===== config.mk =====
export PLATFORM = sky130hd
export DESIGN_NAME = mta_ctrl
export DESIGN_NICKNAME = d
export VERILOG_FILES = /design/src/rtl/core/mta_pkg.sv /design/src/rtl/core/mta_ctrl.sv
export SDC_FILE = /design/constraint.sdc
export NUM_CORES = 1
export LEC_CHECK = 0
export ABC_AREA = 1
export ABC_CLOCK_PERIOD_IN_PS = 1600
export BUFFER_PORTS_ARGS = -buffer_cell sky130_fd_sc_hd__buf_2
export CAP_MARGIN = 40
export CORE_AREA = 2 2 39 41
export CTS_CLUSTER_SIZE = 10
export DETAILED_ROUTE_END_ITERATION = 16
export DIE_AREA = 0 0 41 43
export MAX_ROUTING_LAYER = met4
export PLACE_DENSITY_LB_ADDON = 0.12
export SLEW_MARGIN = 25
export SYNTH_ARGS = -nofsm -noshare
export SYNTH_HDL_FRONTEND = slang
export SYNTH_SLANG_ARGS = --single-unit
export TNS_END_PERCENT = 100

===== constraint.sdc =====
create_clock -name clock -period 1.6 [get_ports clock]
set_clock_uncertainty 0.2 [all_clocks]
set_input_delay 0.32 -clock clock [delete_from_list [all_inputs] [get_ports clock]]
set_output_delay 0.32 -clock clock [all_outputs]
set_load 0.02 [all_outputs]

===== src/rtl/core/mta_pkg.sv =====
// Package for the mouse to analog stick converter: constants, codes, the
// controller/datapath command and status structs and a rounding helper.
// No dependencies.
package mta_pkg;

   localparam int PAD_COUNT = 4;
   localparam int PAD_W     = $clog2(PAD_COUNT);

   localparam int AIM_LIMIT   = 13056;
   localparam int DEADZONE    = 128;
   localparam int FOV_MIN_Q8  = 768;
   localparam int FOV_RECIP   = 34953;   // ceil(2^21 / 60), exact for 16-bit fov
   localparam int FOV_SHIFT   = 21;
   localparam int FOV_F_MIN   = 3;
   localparam int ONE_Q8      = 256;
   localparam int CURVE_K     = 132651;  // 51^3; 13056^3 = CURVE_K << 24
   localparam int CURVE_SHIFT = 24;
   localparam int SQ_STEPS    = 28;      // root bits of a 56-bit radicand
   localparam int SQ_CNT_W    = $clog2(SQ_STEPS);

   localparam int CSR_IDX_W  = 3;
   localparam int CSR_DATA_W = 16;

   typedef enum logic [CSR_IDX_W-1:0] {
      REG_ENABLE   = 3'd0,
      REG_SCALE    = 3'd1,
      REG_LIMIT    = 3'd2,
      REG_STEP_X   = 3'd3,
      REG_STEP_Y   = 3'd4,
      REG_ATTACK   = 3'd5,
      REG_A_DECAY  = 3'd6,
      REG_R_DECAY  = 3'd7
   } reg_index_type;

   typedef enum logic [3:0] {
      OP_NONE,
      OP_LOAD,
      OP_MUL1,
      OP_MUL2,
      OP_F1,
      OP_F2,
      OP_F3,
      OP_F4,
      OP_A1,
      OP_SQRT,
      OP_SQ2LOAD,
      OP_AWB,
      OP_OUT
   } dp_op_type;

   typedef enum logic [3:0] {
      ST_IDLE,
      ST_MUL1,
      ST_MUL2,
      ST_F1,
      ST_F2,
      ST_F3,
      ST_F4,
      ST_A1,
      ST_SQ1,
      ST_MID,
      ST_SQ2,
      ST_AWB,
      ST_OUT
   } state_type;

   typedef struct packed {
      dp_op_type op;
   } dp_cmd_type;

   typedef struct packed {
      logic blank;   // item gives a centered, undriven stick
      logic aim;     // item runs the aim path
   } dp_status_type;

   // Shift right by s with round to nearest, ties away from zero.
   function automatic logic signed [63:0] rnd_shift(input logic signed [63:0] v,
                                                    input int unsigned s);
      logic signed [63:0] half;
      half = 64'sd1 <<< (s - 1);
      return (v + half - (v[63] ? 64'sd1 : 64'sd0)) >>> s;
   endfunction

endpackage


===== src/rtl/core/mta_ctrl.sv =====
// Controller: sequences one transaction through the datapath and owns the
// request ready and response valid. Depends on mta_pkg.
module mta_ctrl
   import mta_pkg::*;
(
   input  logic          clock,
   input  logic          reset,
   input  logic          req_valid,
   output logic          req_ready,
   output logic          rsp_valid,
   input  logic          rsp_ready,
   input  dp_status_type status,
   output dp_cmd_type    cmd
);

   state_type           state_ff, state_in;
   logic [SQ_CNT_W-1:0] cnt_ff, cnt_in;
   logic                rsp_valid_ff, rsp_valid_in;
   logic                slot_free, cnt_last;

   localparam logic [SQ_CNT_W-1:0] SQ_LAST = SQ_CNT_W'(SQ_STEPS - 1);

   assign slot_free = !rsp_valid_ff || rsp_ready;
   assign cnt_last  = cnt_ff == SQ_LAST;

   always_comb begin
      state_in = state_ff;
      case (state_ff)
         ST_IDLE: if (req_valid) state_in = ST_MUL1;
         ST_MUL1: state_in = status.blank ? ST_OUT : ST_MUL2;
         ST_MUL2: state_in = status.aim ? ST_A1 : ST_F1;
         ST_F1:   state_in = ST_F2;
         ST_F2:   state_in = ST_F3;
         ST_F3:   state_in = ST_F4;
         ST_F4:   state_in = ST_OUT;
         ST_A1:   state_in = ST_SQ1;
         ST_SQ1:  if (cnt_last) state_in = ST_MID;
         ST_MID:  state_in = ST_SQ2;
         ST_SQ2:  if (cnt_last) state_in = ST_AWB;
         ST_AWB:  state_in = ST_OUT;
         ST_OUT:  if (slot_free) state_in = ST_IDLE;
         default: state_in = ST_IDLE;
      endcase
   end

   always_comb begin
      cmd.op    = OP_NONE;
      req_ready = 1'b0;
      cnt_in    = '0;
      case (state_ff)
         ST_IDLE: begin
            req_ready = 1'b1;
            if (req_valid) cmd.op = OP_LOAD;
         end
         ST_MUL1: cmd.op = OP_MUL1;
         ST_MUL2: cmd.op = OP_MUL2;
         ST_F1:   cmd.op = OP_F1;
         ST_F2:   cmd.op = OP_F2;
         ST_F3:   cmd.op = OP_F3;
         ST_F4:   cmd.op = OP_F4;
         ST_A1:   cmd.op = OP_A1;
         ST_SQ1, ST_SQ2: begin
            cmd.op = OP_SQRT;
            cnt_in = cnt_last ? '0 : cnt_ff + 1'b1;
         end
         ST_MID:  cmd.op = OP_SQ2LOAD;
         ST_AWB:  cmd.op = OP_AWB;
         ST_OUT:  if (slot_free) cmd.op = OP_OUT;
         default: cmd.op = OP_NONE;
      endcase
   end

   always_comb begin
      rsp_valid_in = rsp_valid_ff;
      if (cmd.op == OP_OUT) begin
         rsp_valid_in = 1'b1;
      end else if (rsp_ready) begin
         rsp_valid_in = 1'b0;
      end
   end

   always_ff @(posedge clock) begin
      if (reset) begin
         state_ff     <= ST_IDLE;
         cnt_ff       <= '0;
         rsp_valid_ff <= 1'b0;
      end else begin
         state_ff     <= state_in;
         cnt_ff       <= cnt_in;
         rsp_valid_ff <= rsp_valid_in;
      end
   end

   assign rsp_valid = rsp_valid_ff;

   a_accept_leaves_idle: assert property (@(posedge clock) disable iff (reset)
      (req_valid && req_ready) |=> state_ff == ST_MUL1)
      else $error("accepted transaction did not start");

   a_out_sets_valid: assert property (@(posedge clock) disable iff (reset)
      (cmd.op == OP_OUT) |=> rsp_valid_ff)
      else $error("result not presented");

   a_sqrt_pass_len: assert property (@(posedge clock) disable iff (reset)
      (state_ff == ST_SQ1 && cnt_ff == SQ_LAST) |=> (state_ff == ST_MID && cnt_ff == '0))
      else $error("root pass length wrong");

   a_no_overwrite: assert property (@(posedge clock) disable iff (reset)
      (cmd.op == OP_OUT) |-> slot_free)
      else $error("result overwritten before taken");

endmodule


==> results of run 1 <==
==> sequential cells by signal (all words and copies together) (netlist names) <==
signal     flops
cnt_ff         5
rsp_valid      1
state_ff       4
==> metal layers <==
metal,wire (um),share of wire,vias up
met2,889,0.56,15
met1,609,0.39,309
met4,19,0.012,0
li1,-,-,344
met3,60,0.038,4
met5,0,0,-
==> timing repair <==
action	CTS	global route
setup endpoints to repair	5	5
setup buffers	5	5
gates resized for setup	29	9
hold buffers	0	0
pin swaps	9	7
==> power by group <==
group | total [uW] | internal (uW) | switching [uW]
combinational | 1570 | 728 | 847
sequential | 465 | 338 | 127
clock | 164 | 86.5 | 77.9
==> critical path: cells and delay by family (launching register included) <==
kind	cells	cell delay (ns)
AO/OA/AOI/OAI	1	0.13
buffers and inverters	2	0.26
flip-flops	1	0.36
AND/OR/NAND/NOR	3	0.21
==> final timing paths <==
path                            start                        to  slack, ns
max          state_ff[3]$_SDFFE_PP0P_                    cmd[0]      -0.14
min                             reset  state_ff[0]$_SDFFE_PP0P_       0.07
max reg2reg  state_ff[0]$_SDFFE_PP0P_  state_ff[3]$_SDFFE_PP0P_       0.08
min reg2reg      cnt_ff[0]$_SDFF_PP0_      cnt_ff[0]$_SDFF_PP0_       0.25
==> kinds of logic after synthesis <==
family,synth area share
adders and majority gates,0.0201
DFF,0.321
AOI/OAI and AO/OA,0.108
buffers and inverters,0.100
xor gates and xnor gates,0.0281
and+or+nand+nor,0.422
==> final cells by class <==
class	instances	area share
Tap cell	16	0.0214
Timing Repair Buffer	25	0.197
Sequential cell	10	0.230
Inverter	14	0.0643
Multi-Input combinational cell	64	0.463
Clock buffer	3	0.0241
==> layout by cell type (no fill, tap or decap), types with 2 or more instances in the layout <==
master     n
o21ai_1    3
dfxtp_4    4
dfxtp_1    6
buf_2      6
nand2_4    5
xor2_1     2
inv_1      8
buf_6      3
nor2_1     9
inv_2      3
nand3_2    3
nand2_2    3
nand4_1    3
inv_4      3
buf_4     16
a21oi_2    3
nor2_2     2
clkbuf_4   3
nand3_1    6
nand2_1   13
nor2_4     3
==> metrics by stage <==
step | setup TNS, ns | setup slack (ns)
global placement | 0 | 0.0398
CTS | -0.396 | -0.134
floorplan | 0 | 0.0472
global route | -0.652 | -0.177
finish | -0.427 | -0.140
detailed placement | 0 | 0.0433
==> impl_metrics.csv, run 1 <==
group,metric,value,unit
logic_synthesis,synth.area.top_cells,"dfxtp_1, nand2_1, inv_1, nor2_1, nand3_1",
timing,fin_crit_sh,1.09,
outcome,outcome,"complete, but fails checks",
grt,use_met1,0.220,
routing,drt_iter0_drc,19,
pwr,power,2200,uW
logic_synthesis,synthesis.area,623,um2
setup_path,critPathKind,"reg -> out",
place,place_congestion,0.757,
setup_path,cp_max_fo,5,
floorplan,num_rows,14,
floorplan,chipHeight,43,um
timing,setup_viol,4,
logic_synthesis,ys.flop_type,"dfxtp_1",
routing,first_pass_iters,4,
floorplan,ios,12,
setup_path,crit_slowest_cell,"dfxtp_4",
grt,grt_pass1_wl,2500,um
grt,global_route.usage.met3,0.0157,
logic_synthesis,syn_area_per_cell,7.00,um2
finish,drive_gt1_frac,0.526,
place,port_buffers,11,
logic_synthesis,async_flop_share,0,
clocking,cts_buffers,3,
floorplan,die_area,1760,um2
setup_path,crit_required,1.08,ns
setup_path,max_stage_delay,0.36,ns
grt,grt_antenna_before_repair,0,
clocking,clk_latency,0.26,ns
floorplan,start_util,0.450,
place,dpl.hpwl,1030,um
grt,grt_use_met2,0.381,
setup_path,worstRegToRegCells,9,
logic_synthesis,synth_edf_count,0,
flow_run,maxCapViolations,0,
grt,grt-ovfl-total,0,
clocking,cts_tree,"built",
routing,routedWlPerCell,12.0,um
setup_path,end_kind,"primary output",
finish,num_antenna_cells,0,
logic_synthesis,ys_ff_latch,10,
pwr,p_per_area,2360,nW/um2
timing,fin_ws,-0.140,ns
logic_synthesis,synthDominantCellAreaShare,0.321,
grt,grt_max_degree,7,
setup_path,crit_arrival,1.22,ns
min_path,holdPathStages,2,
finish,fin_util,0.675,
setup_path,path_common_cell,"buf_6",
floorplan,die_w,41,um
routing,via_per_inst,5.09,
grt,grt_pass1_vias,635,
finish,multi_input_area,433,um2
logic_synthesis,ys_warn_count,0,
grt,gr-max-usage-layer,"met2",
grt,grt_use_total,0.215,
routing,dr_total_vias,672,
routing,ant_nets,0,
logic_synthesis,yosysSeqAreaShare,0.321,
clocking,cts.path.max_buffers,2,
place,dp.cells,119,
clocking,clockRootBuffer,"clkbuf_4",
finish,area_delta_synth_final,50.0,%
place,dpl_cell_area,721,um2
pwr,vdd_drop_max,1400,uV
timing,rsz0062_at_grt,"yes",
timing,holdWs,0.0678,ns
clocking,h-tree-depth,1,
timing,relSlewSlack,0.852,
timing,hold_viol,0,
timing,fmax,575,MHz
clocking,clkTransAtPathRegs,0.06,ns
finish,finalNetCount,125,
logic_synthesis,syn_nets,96,
pwr,p_leak,0.000446,uW
finish,final_cell_count_no_fill,132,
logic_synthesis,synth.most_common_cell,"nand2_1",
logic_synthesis,ys_top_cells_by_count,"nand2_1, inv_1, nor2_1, dfxtp_1, nand3_1",
logic_synthesis,syn_inst,89,
finish,num-fill-cells,121,
finish,final-seq-area,215,um2
setup_path,worstPathCellList,"buf_6 -> nand2_8 -> nand2_4 -> a21oi_2 -> nand2_1 -> buf_6",
timing,post-route-min-period,1.74,ns
logic_synthesis,synth_top_cell_by_area,"dfxtp_1",
timing,worst_slew_pin_slew,0.222,ns
finish,finalInstanceArea,935,um2
outcome,violations,"negative setup slack",
routing,routed_wl,1580,um
floorplan,core_area,1380,um2
clocking,clock_sinks,10,
setup_path,start_kind,"flip-flop",
logic_synthesis,ys_types,25,
timing,report.final.slew_viol_count,0,
min_path,hold_path.class,"in -> reg",
routing,post-route-drc-count,0,
No activity file was read; power rests on OpenSTA's default activity.
==> run 2: changes to the inputs <==
- PLACE_DENSITY: not set -> 0.69
- PLACE_DENSITY_LB_ADDON: 0.12 -> not set
- RECOVER_POWER: not set -> 50
==> run 2 against run 1 <==
The flow still finishes with violations (negative setup slack). Count of clock-buffer cells in the layout did not move. First-iteration DRC count increased by 11%. Register-to-register slack improved by 0.12 ns. Via count fell by 1.0%. Sequential share of layout area rose by 0.80 points. Die area did not move. Global-route usage about the same. Utilization fell by 2.3 points. Non-clock buffer count down 1. Worst setup slack improved by 0.017 ns. Critical endpoint is now cmd[2].
==> impl_metrics.csv, run 2 (same netlist as run 1, synthesis figures left out) <==
group,metric,value,unit
grt,grt_antenna_before_repair,0,
clocking,cts_buffers,3,
pwr,vdd_drop_max,1230,uV
floorplan,die_area,1760,um2
setup_path,crit_required,1.08,ns
timing,worst_slew_pin_slew,0.189,ns
outcome,violations,"negative setup slack",
clocking,h-tree-depth,1,
routing,routedWlPerCell,11.7,um
routing,via_per_inst,5.08,
finish,fin_util,0.653,
finish,multi_input_area,399,um2
timing,holdWs,0.0713,ns
outcome,outcome,"complete, but fails checks",
clocking,cts_hold_buf,0,
min_path,holdPathStages,2,
place,dpl.hpwl,1040,um
routing,dr_total_vias,665,
grt,grt-ovfl-total,0,
clocking,clkTransAtPathRegs,0.06,ns
finish,num-fill-cells,123,
setup_path,start_kind,"flip-flop",
finish,finalInstanceArea,903,um2
floorplan,num_rows,14,
flow_run,maxCapViolations,0,
timing,relSlewSlack,0.873,
min_path,hold_path.class,"in -> reg",
place,port_buffers,11,
timing,fin_crit_sh,1.08,
clocking,cts.path.max_buffers,2,
setup_path,crit_slowest_cell,"dfxtp_4",
setup_path,end_kind,"primary output",
setup_path,worstRegToRegCells,8,
finish,final_common_cell,"nand2_1",
grt,grt_max_degree,7,
timing,report.final.slew_viol_count,0,
grt,grt_use_total,0.215,
place,dpl_cell_area,736,um2
timing,hold_viol,0,
routing,post-route-drc-count,0,
place,place_congestion,0.786,
clocking,cts_tree,"built",
setup_path,worstPathCellList,"inv_4 -> nand2_4 -> nand2_1 -> o21ai_2 -> o21ai_1 -> buf_4",
clocking,clk_latency,0.26,ns
finish,drive_gt1_frac,0.504,
floorplan,chipHeight,43,um
finish,regMostFlops,"cnt_ff",
finish,area_delta_synth_final,45.0,%
setup_path,max_stage_delay,0.37,ns
floorplan,ios,12,
finish,final-seq-area,215,um2
routing,ant_nets,0,
place,dp_worst_setup_slack,0.0122,ns
finish,finalNetCount,124,
timing,fin_setup_tns,-0.455,ns
setup_path,crit_arrival,1.20,ns
routing,drt_iter0_drc,21,
routing,first_pass_iters,4,
pwr,p_per_area,2390,nW/um2
timing,setup_viol,5,
finish,num_antenna_cells,0,
floorplan,core_area,1380,um2
timing,fin_ws,-0.123,ns
routing,routed_wl,1540,um
floorplan,start_util,0.450,
finish,final_cell_mix,"nand2_1, buf_4, inv_1, nor2_1",
finish,largest_reg_flops,5,
grt,grt_pass1_wl,2410,um
timing,rsz0062_at_grt,"yes",
clocking,clock_sinks,10,
clocking,clockRootBuffer,"clkbuf_4",
pwr,p_leak,0.000437,uW
setup_path,cp_max_fo,6,
setup_path,critPathKind,"reg -> out",
floorplan,die_w,41,um
timing,fmax,580,MHz
grt,grt_pass1_vias,619,
timing,post-route-min-period,1.72,ns
[run 2: changes by cell type in the layout (fill, tap and decap cells not counted), sizes merged]
cell | previous run | this run
buf | 25 | 24
[run 2: report_power, final]
part,internal [uW],switching [uW]
logic,731,806
registers,338,120
clock network,86.2,74.2
[run 2: stage by stage]
| step | cells | total power [uW] |
|---|---|---|
| after detailed placement | 121 | 1490 |
| after CTS | 129 | 2000 |
| final | 131 | 2160 |
| after floorplan | 89 | 1160 |
| after global routing | 131 | 2320 |
| after global placement | 121 | 1480 |
[run 2: critical path, delay by kind of cell (launching register included)]
family | cells | cell delay [ns]
flip-flops | 1 | 0.37
buffers and inverters | 2 | 0.24
AO/OA/AOI/OAI | 2 | 0.18
AND/OR/NAND/NOR | 2 | 0.14
[run 2: final timing paths]
path / startpoint / endpoint / slack, ns
setup / recovery: state_ff[3]$_SDFFE_PP0P_ / cmd[2] / -0.12
hold / removal: reset / state_ff[0]$_SDFFE_PP0P_ / 0.07
setup reg to reg: state_ff[3]$_SDFFE_PP0P_ / state_ff[3]$_SDFFE_PP0P_ / 0.20
hold reg to reg: cnt_ff[0]$_SDFF_PP0_ / cnt_ff[0]$_SDFF_PP0_ / 0.25
[run 2: area by class of cell]
| type | instances | area share |
|---|---|---|
| repair buffers | 24 | 0.204 |
| flip-flops and latches | 10 | 0.238 |
| clock buffers | 3 | 0.0249 |
| multi-input cells | 64 | 0.442 |
| inverters | 14 | 0.0693 |
| well taps | 16 | 0.0222 |
[run 2: timing repair]
action                                  CTS  global route
resized for setup                        28             6
buffers inserted                          5             2
pin swaps                                 5             3
hold endpoints to repair                  0             0
endpoints found under the setup margin    5             5
[run 2: per-layer routing]
layer  routed length (um)  track usage
met5                    0            -
met4                   15       0.0600
met3                  107       0.0942
met2                  793        0.356
met1                  622        0.218
